--- config.mk ---
export PLATFORM = sky130hd
export DESIGN_NAME = bounded_probe_slot_allocator_top
export DESIGN_NICKNAME = d
export VERILOG_FILES = /design/src/bpsa_pkg.sv /design/src/bpsa_word_scan.sv /design/src/bounded_probe_slot_allocator_top.sv
export SDC_FILE = /design/constraint.sdc
export NUM_CORES = 1
export LEC_CHECK = 0
export BUFFER_PORTS_ARGS = -buffer_cell sky130_fd_sc_hd__buf_2
export CORE_ASPECT_RATIO = 0.75
export CORE_MARGIN = 2
export CORE_UTILIZATION = 35
export CTS_BUF_LIST = sky130_fd_sc_hd__clkbuf_16
export DETAILED_ROUTE_END_ITERATION = 12
export PLACE_DENSITY = 0.53
export SYNTH_ARGS = -nofsm -noshare
export SYNTH_HDL_FRONTEND = slang
export SYNTH_SLANG_ARGS = --single-unit
--- constraint.sdc ---
create_clock -name clk -period 12.2 [get_ports clk]
set_clock_uncertainty 0.15 [all_clocks]
set_input_delay 3.66 -clock clk [delete_from_list [all_inputs] [get_ports clk]]
set_output_delay 3.66 -clock clk [all_outputs]
set_load 0.01 [all_outputs]
--- src/bpsa_pkg.sv ---
// ----------------------------------------------------------------------------
// bpsa_pkg: shared types and constants for the bounded probe slot allocator
// The request and response words, the status and command codes, the default
// sizes and the result record of the in-word free-bit scan.
// ----------------------------------------------------------------------------
package bpsa_pkg;

	// Default table size and probe limit.
	localparam int SLOTS_DEF      = 1024;
	localparam int MAX_PROBES_DEF = 64;

	// Reset value of the slots-in-use register.
	localparam logic [10:0] SLOTS_IN_USE_RESET = 11'd1024;

	// The occupancy bitmap is stored as words of this many slots.
	localparam int WORD_W = 32;
	localparam int OFS_W  = 5;

	// Commands.
	localparam logic CMD_ALLOCATE = 1'b0;
	localparam logic CMD_RELEASE  = 1'b1;

	// Response status codes.
	localparam logic [1:0] STAT_ALLOCATED = 2'd0;
	localparam logic [1:0] STAT_LOST      = 2'd1;
	localparam logic [1:0] STAT_RELEASED  = 2'd2;
	localparam logic [1:0] STAT_BAD_INDEX = 2'd3;

	typedef struct packed {
		logic       command;
		logic [9:0] start_index;
		logic [9:0] slot_index;
	} req_word_t;

	typedef struct packed {
		logic [1:0]  status;
		logic [9:0]  granted_slot;
		logic [31:0] lost_count;
	} rsp_word_t;

	typedef struct packed {
		logic             found;
		logic [OFS_W-1:0] ofs;
	} scan_t;

endpackage

--- src/bpsa_word_scan.sv ---
// ----------------------------------------------------------------------------
// bpsa_word_scan: first free slot within a window of one bitmap word
// Returns the lowest bit position between lo and hi, inclusive, whose
// occupancy bit is clear.
// ----------------------------------------------------------------------------
module bpsa_word_scan (
	input  logic [bpsa_pkg::WORD_W-1:0] data,
	input  logic [bpsa_pkg::OFS_W-1:0]  lo,
	input  logic [bpsa_pkg::OFS_W-1:0]  hi,
	output bpsa_pkg::scan_t             result
);

	// Walk downward so that the lowest free position is the one that stays.
	always_comb begin
		result = '0;
		for (int k = bpsa_pkg::WORD_W - 1; k >= 0; k--) begin
			if ((bpsa_pkg::OFS_W'(k) >= lo) && (bpsa_pkg::OFS_W'(k) <= hi) && !data[k]) begin
				result.found = 1'b1;
				result.ofs   = bpsa_pkg::OFS_W'(k);
			end
		end
	end

endmodule

--- src/bounded_probe_slot_allocator_top.sv ---
// ----------------------------------------------------------------------------
// bounded_probe_slot_allocator_top: free slot allocator with bounded probing
// Keeps one occupancy bit per slot in a word-wide synchronous memory, grants
// the first free slot found by a wrapping linear probe and frees slots.
// ----------------------------------------------------------------------------
// Usage
//   Request channel (req_valid, req_stall, req): one word per allocate or
//   release, taken at a rising edge with req_valid high and req_stall low.
//   Response channel (rsp_valid, rsp_stall, rsp): exactly one word per
//   request, in request order, taken when rsp_valid is high and rsp_stall is low.
//   Configuration channel (cfg_valid, cfg_ready, cfg_data) writes slots_in_use
//   and is always ready. Write it only while idle; the block does not enforce it.
// Timing
//   The block works on one request at a time. A bad index goes from acceptance
//   straight to the output state. Otherwise each bitmap word visited takes a
//   memory read, then a scan, and a probe of up to MAX_PROBES slots spans at
//   most three words, four when it wraps at the end of the slots in use. A
//   release touches one word. The next request is taken at the edge where the
//   response is first offered.
// Reset and stalls
//   arst_n starts a clearing pass of one bitmap word per cycle over all
//   SLOTS/32 words (32 at the default size), while req_stall stays high. A result
//   waits in the response register while rsp_stall is high; the next request
//   may be worked on meanwhile, and its result is held until the register is
//   free.
// ----------------------------------------------------------------------------
module bounded_probe_slot_allocator_top #(
	parameter int SLOTS      = bpsa_pkg::SLOTS_DEF,
	parameter int MAX_PROBES = bpsa_pkg::MAX_PROBES_DEF
) (
	input  logic                clk,
	input  logic                arst_n,
	input  logic                req_valid,
	output logic                req_stall,
	input  bpsa_pkg::req_word_t req,
	output logic                rsp_valid,
	input  logic                rsp_stall,
	output bpsa_pkg::rsp_word_t rsp,
	input  logic                cfg_valid,
	output logic                cfg_ready,
	input  logic [10:0]         cfg_data
);

	localparam int WORDS = (SLOTS + bpsa_pkg::WORD_W - 1) / bpsa_pkg::WORD_W;
	localparam int WAW   = (WORDS > 1) ? $clog2(WORDS) : 1;
	localparam int NW    = $clog2(SLOTS + 1);
	localparam int PW    = $clog2(MAX_PROBES + 1);

	// Sequencer states.
	localparam logic [2:0] S_CLEAR = 3'd0;
	localparam logic [2:0] S_IDLE  = 3'd1;
	localparam logic [2:0] S_RD    = 3'd2;
	localparam logic [2:0] S_EV    = 3'd3;
	localparam logic [2:0] S_PUT   = 3'd4;

	logic [2:0]                  state_q;
	logic [10:0]                 cfg_q;
	logic                        cmd_q;
	logic [NW-1:0]               pos_q;
	logic [PW-1:0]               rem_q;
	logic [1:0]                  status_q;
	logic [9:0]                  grant_q;
	logic [31:0]                 lost_q;
	logic [WAW-1:0]              clr_q;
	logic [bpsa_pkg::WORD_W-1:0] rdata_q;
	logic [bpsa_pkg::WORD_W-1:0] mem [WORDS];
	bpsa_pkg::rsp_word_t         rsp_q;
	logic                        rsp_valid_q;

	logic [NW-1:0]               n_c;
	logic [31:0]                 n32;
	logic [31:0]                 probes_init;
	logic                        req_acc;
	logic                        out_free;
	logic [31:0]                 pos32;
	logic [31:0]                 base32;
	logic [bpsa_pkg::OFS_W-1:0]  boff;
	logic [31:0]                 end_n;
	logic [31:0]                 end_p;
	logic [31:0]                 lim32;
	logic [31:0]                 consumed;
	logic [31:0]                 npos32;
	logic [31:0]                 nrem32;
	logic                        rd_en;
	logic                        wr_en;
	logic [WAW-1:0]              wr_addr;
	logic [bpsa_pkg::WORD_W-1:0] wr_data;
	bpsa_pkg::scan_t             scan;

	// Slots in use, capped at the table size.
	assign n_c = (32'(cfg_q) > SLOTS) ? NW'(SLOTS) : NW'(cfg_q);
	assign n32 = 32'(n_c);
	assign probes_init = (MAX_PROBES > n32) ? n32 : MAX_PROBES;

	assign req_stall = (state_q != S_IDLE);
	assign req_acc   = req_valid && !req_stall;
	assign out_free  = !rsp_valid_q || !rsp_stall;
	assign cfg_ready = 1'b1;
	assign rsp_valid = rsp_valid_q;
	assign rsp       = rsp_q;

	// Probe window inside the current word: from the current slot up to the
	// word end, the last slot in use or the last remaining probe.
	assign pos32  = 32'(pos_q);
	assign base32 = pos32 & ~32'(bpsa_pkg::WORD_W - 1);
	assign boff   = pos32[bpsa_pkg::OFS_W-1:0];
	assign end_n  = n32 - 32'd1 - base32;
	assign end_p  = 32'(boff) + 32'(rem_q) - 32'd1;

	always_comb begin
		lim32 = 32'(bpsa_pkg::WORD_W - 1);
		if (end_n < lim32) begin
			lim32 = end_n;
		end
		if (end_p < lim32) begin
			lim32 = end_p;
		end
	end

	assign consumed = lim32 - 32'(boff) + 32'd1;
	assign npos32   = pos32 + consumed;
	assign nrem32   = 32'(rem_q) - consumed;

	bpsa_word_scan u_scan (
		.data   (rdata_q),
		.lo     (boff),
		.hi     (lim32[bpsa_pkg::OFS_W-1:0]),
		.result (scan)
	);

	// Memory write port: the clearing pass, or the write-back of the scanned
	// word. The write lands before the next read can be issued, since a new
	// read needs at least the return to the read state.
	always_comb begin
		wr_en   = 1'b0;
		wr_addr = WAW'(pos32 >> bpsa_pkg::OFS_W);
		wr_data = rdata_q;
		case (state_q)
			S_CLEAR: begin
				wr_en   = 1'b1;
				wr_addr = clr_q;
				wr_data = '0;
			end
			S_EV: begin
				if (cmd_q == bpsa_pkg::CMD_RELEASE) begin
					wr_en   = 1'b1;
					wr_data = rdata_q & ~(bpsa_pkg::WORD_W'(1) << boff);
				end else if (scan.found) begin
					wr_en   = 1'b1;
					wr_data = rdata_q | (bpsa_pkg::WORD_W'(1) << scan.ofs);
				end
			end
			default: begin
				wr_en = 1'b0;
			end
		endcase
	end

	assign rd_en = (state_q == S_RD);

	always_ff @(posedge clk) begin
		if (wr_en) begin
			mem[wr_addr] <= wr_data;
		end
		if (rd_en) begin
			rdata_q <= mem[WAW'(pos32 >> bpsa_pkg::OFS_W)];
		end
	end

	always_ff @(posedge clk or negedge arst_n) begin
		if (!arst_n) begin
			state_q     <= S_CLEAR;
			cfg_q       <= bpsa_pkg::SLOTS_IN_USE_RESET;
			lost_q      <= '0;
			clr_q       <= '0;
			rsp_valid_q <= 1'b0;
		end else begin
			if (cfg_valid && cfg_ready) begin
				cfg_q <= cfg_data;
			end
			// The output state loads the register itself, so it is left out here.
			if (rsp_valid_q && !rsp_stall && state_q != S_PUT) begin
				rsp_valid_q <= 1'b0;
			end
			case (state_q)
				S_CLEAR: begin
					clr_q <= clr_q + WAW'(1);
					if (clr_q == WAW'(WORDS - 1)) begin
						state_q <= S_IDLE;
					end
				end
				S_IDLE: begin
					if (req_acc) begin
						cmd_q    <= req.command;
						grant_q  <= '0;
						status_q <= bpsa_pkg::STAT_BAD_INDEX;
						rem_q    <= PW'(probes_init);
						if (req.command == bpsa_pkg::CMD_ALLOCATE) begin
							pos_q <= NW'(req.start_index);
							state_q <= (32'(req.start_index) < n32) ? S_RD : S_PUT;
						end else begin
							pos_q <= NW'(req.slot_index);
							state_q <= (32'(req.slot_index) < n32) ? S_RD : S_PUT;
						end
					end
				end
				S_RD: begin
					state_q <= S_EV;
				end
				S_EV: begin
					if (cmd_q == bpsa_pkg::CMD_RELEASE) begin
						status_q <= bpsa_pkg::STAT_RELEASED;
						state_q  <= S_PUT;
					end else if (scan.found) begin
						status_q <= bpsa_pkg::STAT_ALLOCATED;
						grant_q  <= 10'(base32 + 32'(scan.ofs));
						state_q  <= S_PUT;
					end else if (nrem32 == 32'd0) begin
						status_q <= bpsa_pkg::STAT_LOST;
						if (lost_q != 32'hFFFF_FFFF) begin
							lost_q <= lost_q + 32'd1;
						end
						state_q <= S_PUT;
					end else begin
						// Move on to the next word, wrapping at the slots in use.
						pos_q   <= (npos32 >= n32) ? '0 : NW'(npos32);
						rem_q   <= PW'(nrem32);
						state_q <= S_RD;
					end
				end
				S_PUT: begin
					if (out_free) begin
						rsp_q.status       <= status_q;
						rsp_q.granted_slot <= grant_q;
						rsp_q.lost_count   <= lost_q;
						rsp_valid_q        <= 1'b1;
						state_q            <= S_IDLE;
					end
				end
				default: begin
					state_q <= S_IDLE;
				end
			endcase
		end
	end

	// A probe is only issued while probes remain.
	a_rem_nonzero: assert property (@(posedge clk) disable iff (!arst_n)
		(state_q == S_RD && cmd_q == bpsa_pkg::CMD_ALLOCATE) |-> rem_q != '0)
		else $error("probe read issued with no probes left");

	// The lost counter only ever steps up by one.
	a_lost_step: assert property (@(posedge clk) disable iff (!arst_n)
		(lost_q != $past(lost_q)) |-> (lost_q == $past(lost_q) + 32'd1))
		else $error("lost counter changed by other than one");

	// A granted slot lies within the slots in use.
	a_grant_range: assert property (@(posedge clk) disable iff (!arst_n)
		(rsp_valid_q && rsp_q.status == bpsa_pkg::STAT_ALLOCATED)
			|-> (32'(rsp_q.granted_slot) < n32))
		else $error("granted slot beyond the slots in use");

	// Only an allocation carries a nonzero slot.
	a_grant_zero: assert property (@(posedge clk) disable iff (!arst_n)
		(rsp_valid_q && rsp_q.status != bpsa_pkg::STAT_ALLOCATED)
			|-> (rsp_q.granted_slot == '0))
		else $error("slot reported without an allocation");

	// The bitmap is written only by the clearing pass or the scan write-back.
	a_write_state: assert property (@(posedge clk) disable iff (!arst_n)
		wr_en |-> (state_q == S_CLEAR || state_q == S_EV))
		else $error("bitmap written outside clear or scan");

endmodule

==> impl_metrics.ini <==
[sta]
max_slew_margin = 0.1586
post-route-period-util = 0.8943
tightest_slew_ns = 1.262
maxSlewViolCount = 0
finalHoldViolCount = 0
rsz0062_at_grt = no
setup-tns-final_ns = 0
period_needed_ns = 10.91
fmax_mhz = 91.66
finalSetupViolations = 0

[clock_tree]
clk_transition_reported_paths_ns = 0.06
clock-sinks = 1183
cts_setup_buffers = 0
cts_htree_levels = 3
cts_buffers = 113
post_cts_resize_count = 0
cts-root-buf = clkbuf_16
clk_latency_ns = 0.76
clock_path_buffers = 3
cts_tree = yes
cts_hold_buffers = 0

[global_routing]
grt_pass1_wl_um = 205900
overflow = 0
grt_max_degree = 124
grt_pass1_vias = 27779
grt_usage = 0.1917
antenna_found_initial = 3

[synth]
ys_seq_elements = 1183
syn-instance-count = 2913
ys.flop_type = edfxtp_1
synth_edf_count = 1131
yosys-top-cells-area = edfxtp_1, mux4_2, dfrtp_1, ha_1, nand2_1
yosysTopAreaCell = edfxtp_1
synth_xor_area_frac = 0.01060
synth_simple_gate_area_frac = 0.05588
synth_top_area_share = 0.6630
synth_top_family_by_area = multiplexers
syn_area_per_cell_um2 = 17.59
syn-cell-area_um2 = 51230
synthMuxAreaShare = 0.1461
synth.distinct_cells = 103
yosysSeqAreaShare = 0.6884
async_reset_ff_frac = 0.04396
ys_warn_count = 0
yosys.area_share.adder = 0.02653
synth_compound_area_frac = 0.05547

[route]
antenna_left = 0
firstDrtPassIters = 6
avgRoutedWirePerCell_um = 28.08
drc = 0
num_vias = 28506
via_per_inst = 5.592
first_iter_violations = 3212
routed_wl_um = 143100

[final_layout]
nets = 3244
fin_util = 0.4016
mostFrequentLayoutCell = edfxtp_1
final_cell_area_um2 = 58310
area_growth_syn_to_layout_pct = 13.84
fillers = 13058
drive_above_1_share = 0.2505
layout_common_cells = edfxtp_1, mux4_2, nand2_1, clkbuf_16, inv_1

[critical_path]
cp_slowest_cell = a2111oi_0
end_kind = flop
cpPeakStageDelay_ns = 0.62
crit_required_ns = 12.61
cpMostUsedCell = ha_1
timing.critical_path.buf_inv = 7
cp_max_fo = 19
critPathTopFamily = compound AO/OA/AOI/OAI gates
worstPathArrival_ns = 11.32
setup.worst_path.start_class = flop
criticalPathCategory = flop to flop

[job]
cap_violations = 0

[pwr]
power_density_nw_per_um2 = 230.8
combPwrFrac = 0.332
cellLeakagePower_nw = 19.35
vdd_ir_drop_max_v = 0.0001373
swShare = 0.3486
switching_power_w = 0.004692
internal_power_w = 0.008766
power_frac_clock = 0.256
power_w = 0.01346
seq_power_share = 0.412

[die]
rows = 121
die_w_um = 445.8
num_io_pins = 84
die-area_um2 = 149500
dieHeight_um = 335.3
start_util = 0.3528
core-area_um2 = 145200

[worst_hold_path]
hp-class = flop to flop

[placement]
port_buffers = 82
gp_congestion = 1.006
placed_area_um2 = 54730
dp_hpwl_um = 87400

[status]
outcome = finished clean
routing by layer:
metal | routed length (um) | part of all wire | track usage | vias to the layer above
li1 | - | - | - | 12182
met1 | 67000 | 0.47 | 0.2956 | 15030
met2 | 60820 | 0.42 | 0.2722 | 1099
met3 | 11360 | 0.079 | 0.03995 | 195
met4 | 3954 | 0.028 | 0.05287 | 0
met5 | 0 | 0 | 0 | -
cells in the mapped netlist, drive strengths merged (7+ instances only):
cell type / number
o21ai: 133
a21o: 27
o22ai: 12
xnor2: 28
mux2: 12
nand3: 46
ha: 99
inv: 92
mux4: 320
a21boi: 8
and3: 15
nand2: 214
buf: 49
edfxtp: 1131
nor2: 130
nor3: 45
dfrtp: 51
a21oi: 87
a41o: 7
nor2b: 12
xor2: 34
o31ai: 16
clkbuf: 78
and2: 10
nand4: 15
nor4: 26
a211oi: 19
o211ai: 10
nand2b: 20
o21a: 13
mux2i: 14
power by group through the flow:
stage                     Combinational [W]  Clock, W  Sequential [W]
after global routing                0.00491   0.00369         0.00556
final                               0.00447   0.00345         0.00554
after detailed placement            0.00443         0         0.00562
after global placement              0.00443         0         0.00562
after CTS                           0.00445   0.00353         0.00554
after floorplan                     0.00288         0         0.00560
state kept, by name, summed over array words and instances, names as in the netlist, 3 cells and up:
signal / cells
clr_q: 5
rdata_q: 32
rem_q: 7
mem: 1024
rsp: 44
cfg_q: 11
pos_q: 11
lost_q: 32
state_q: 3
grant_q: 10
worst paths after layout:
kind,from,to,slack [ns],cells after the start
worst max register to register,cfg_q[10]$_DFFE_PN1P_,pos_q[6]$_DFFE_PP_,1.29,44
worst min register to register,grant_q[5]$_SDFFCE_PN0P_,rsp[37]$_DFFE_PP_,0.27,0
max in group asynchronous,arst_n,lost_q[16]$_DFFE_PN0P_,8.29,2
worst min-delay path,grant_q[5]$_SDFFCE_PN0P_,rsp[37]$_DFFE_PP_,0.27,0
worst max-delay path,cfg_q[10]$_DFFE_PN1P_,pos_q[6]$_DFFE_PP_,1.29,44
min in group asynchronous,arst_n,clr_q[0]$_DFFE_PN0P_,3.05,2
cell type report:
class,count,area (um^2),area share
tap,1906,2385,0.04090
clock inverter,89,754.5,0.01294
antenna,3,7.507,0.0001287
clock buffer,113,2828,0.04849
sequential,1183,35270,0.6047
inverter,95,364.1,0.006244
multi-input combinational,1525,15520,0.2662
timing repair buffer,184,1189,0.02038
kinds of logic (layout without fill, tap and decap cells):
logic type | count (synthesis) | count (layout)
other cells | 2 | 22
compound gates | 422 | 422
xor+xnor | 62 | 62
buf+inv | 222 | 481
flops | 1183 | 1183
simple gates | 571 | 571
mux | 346 | 346
fa+ha+maj | 105 | 105
metrics by stage:
stage,worst slack [ns],hold WS (ns),instances
after global placement,1.687,0.2542,4893
after global routing,0.08384,0.2754,5095
after detailed placement,1.521,0.2545,4893
final,1.290,0.2668,5098
after floorplan,3.038,0.2503,2930
after CTS,1.465,0.2695,5095
Power figures use the tool's default switching activity.
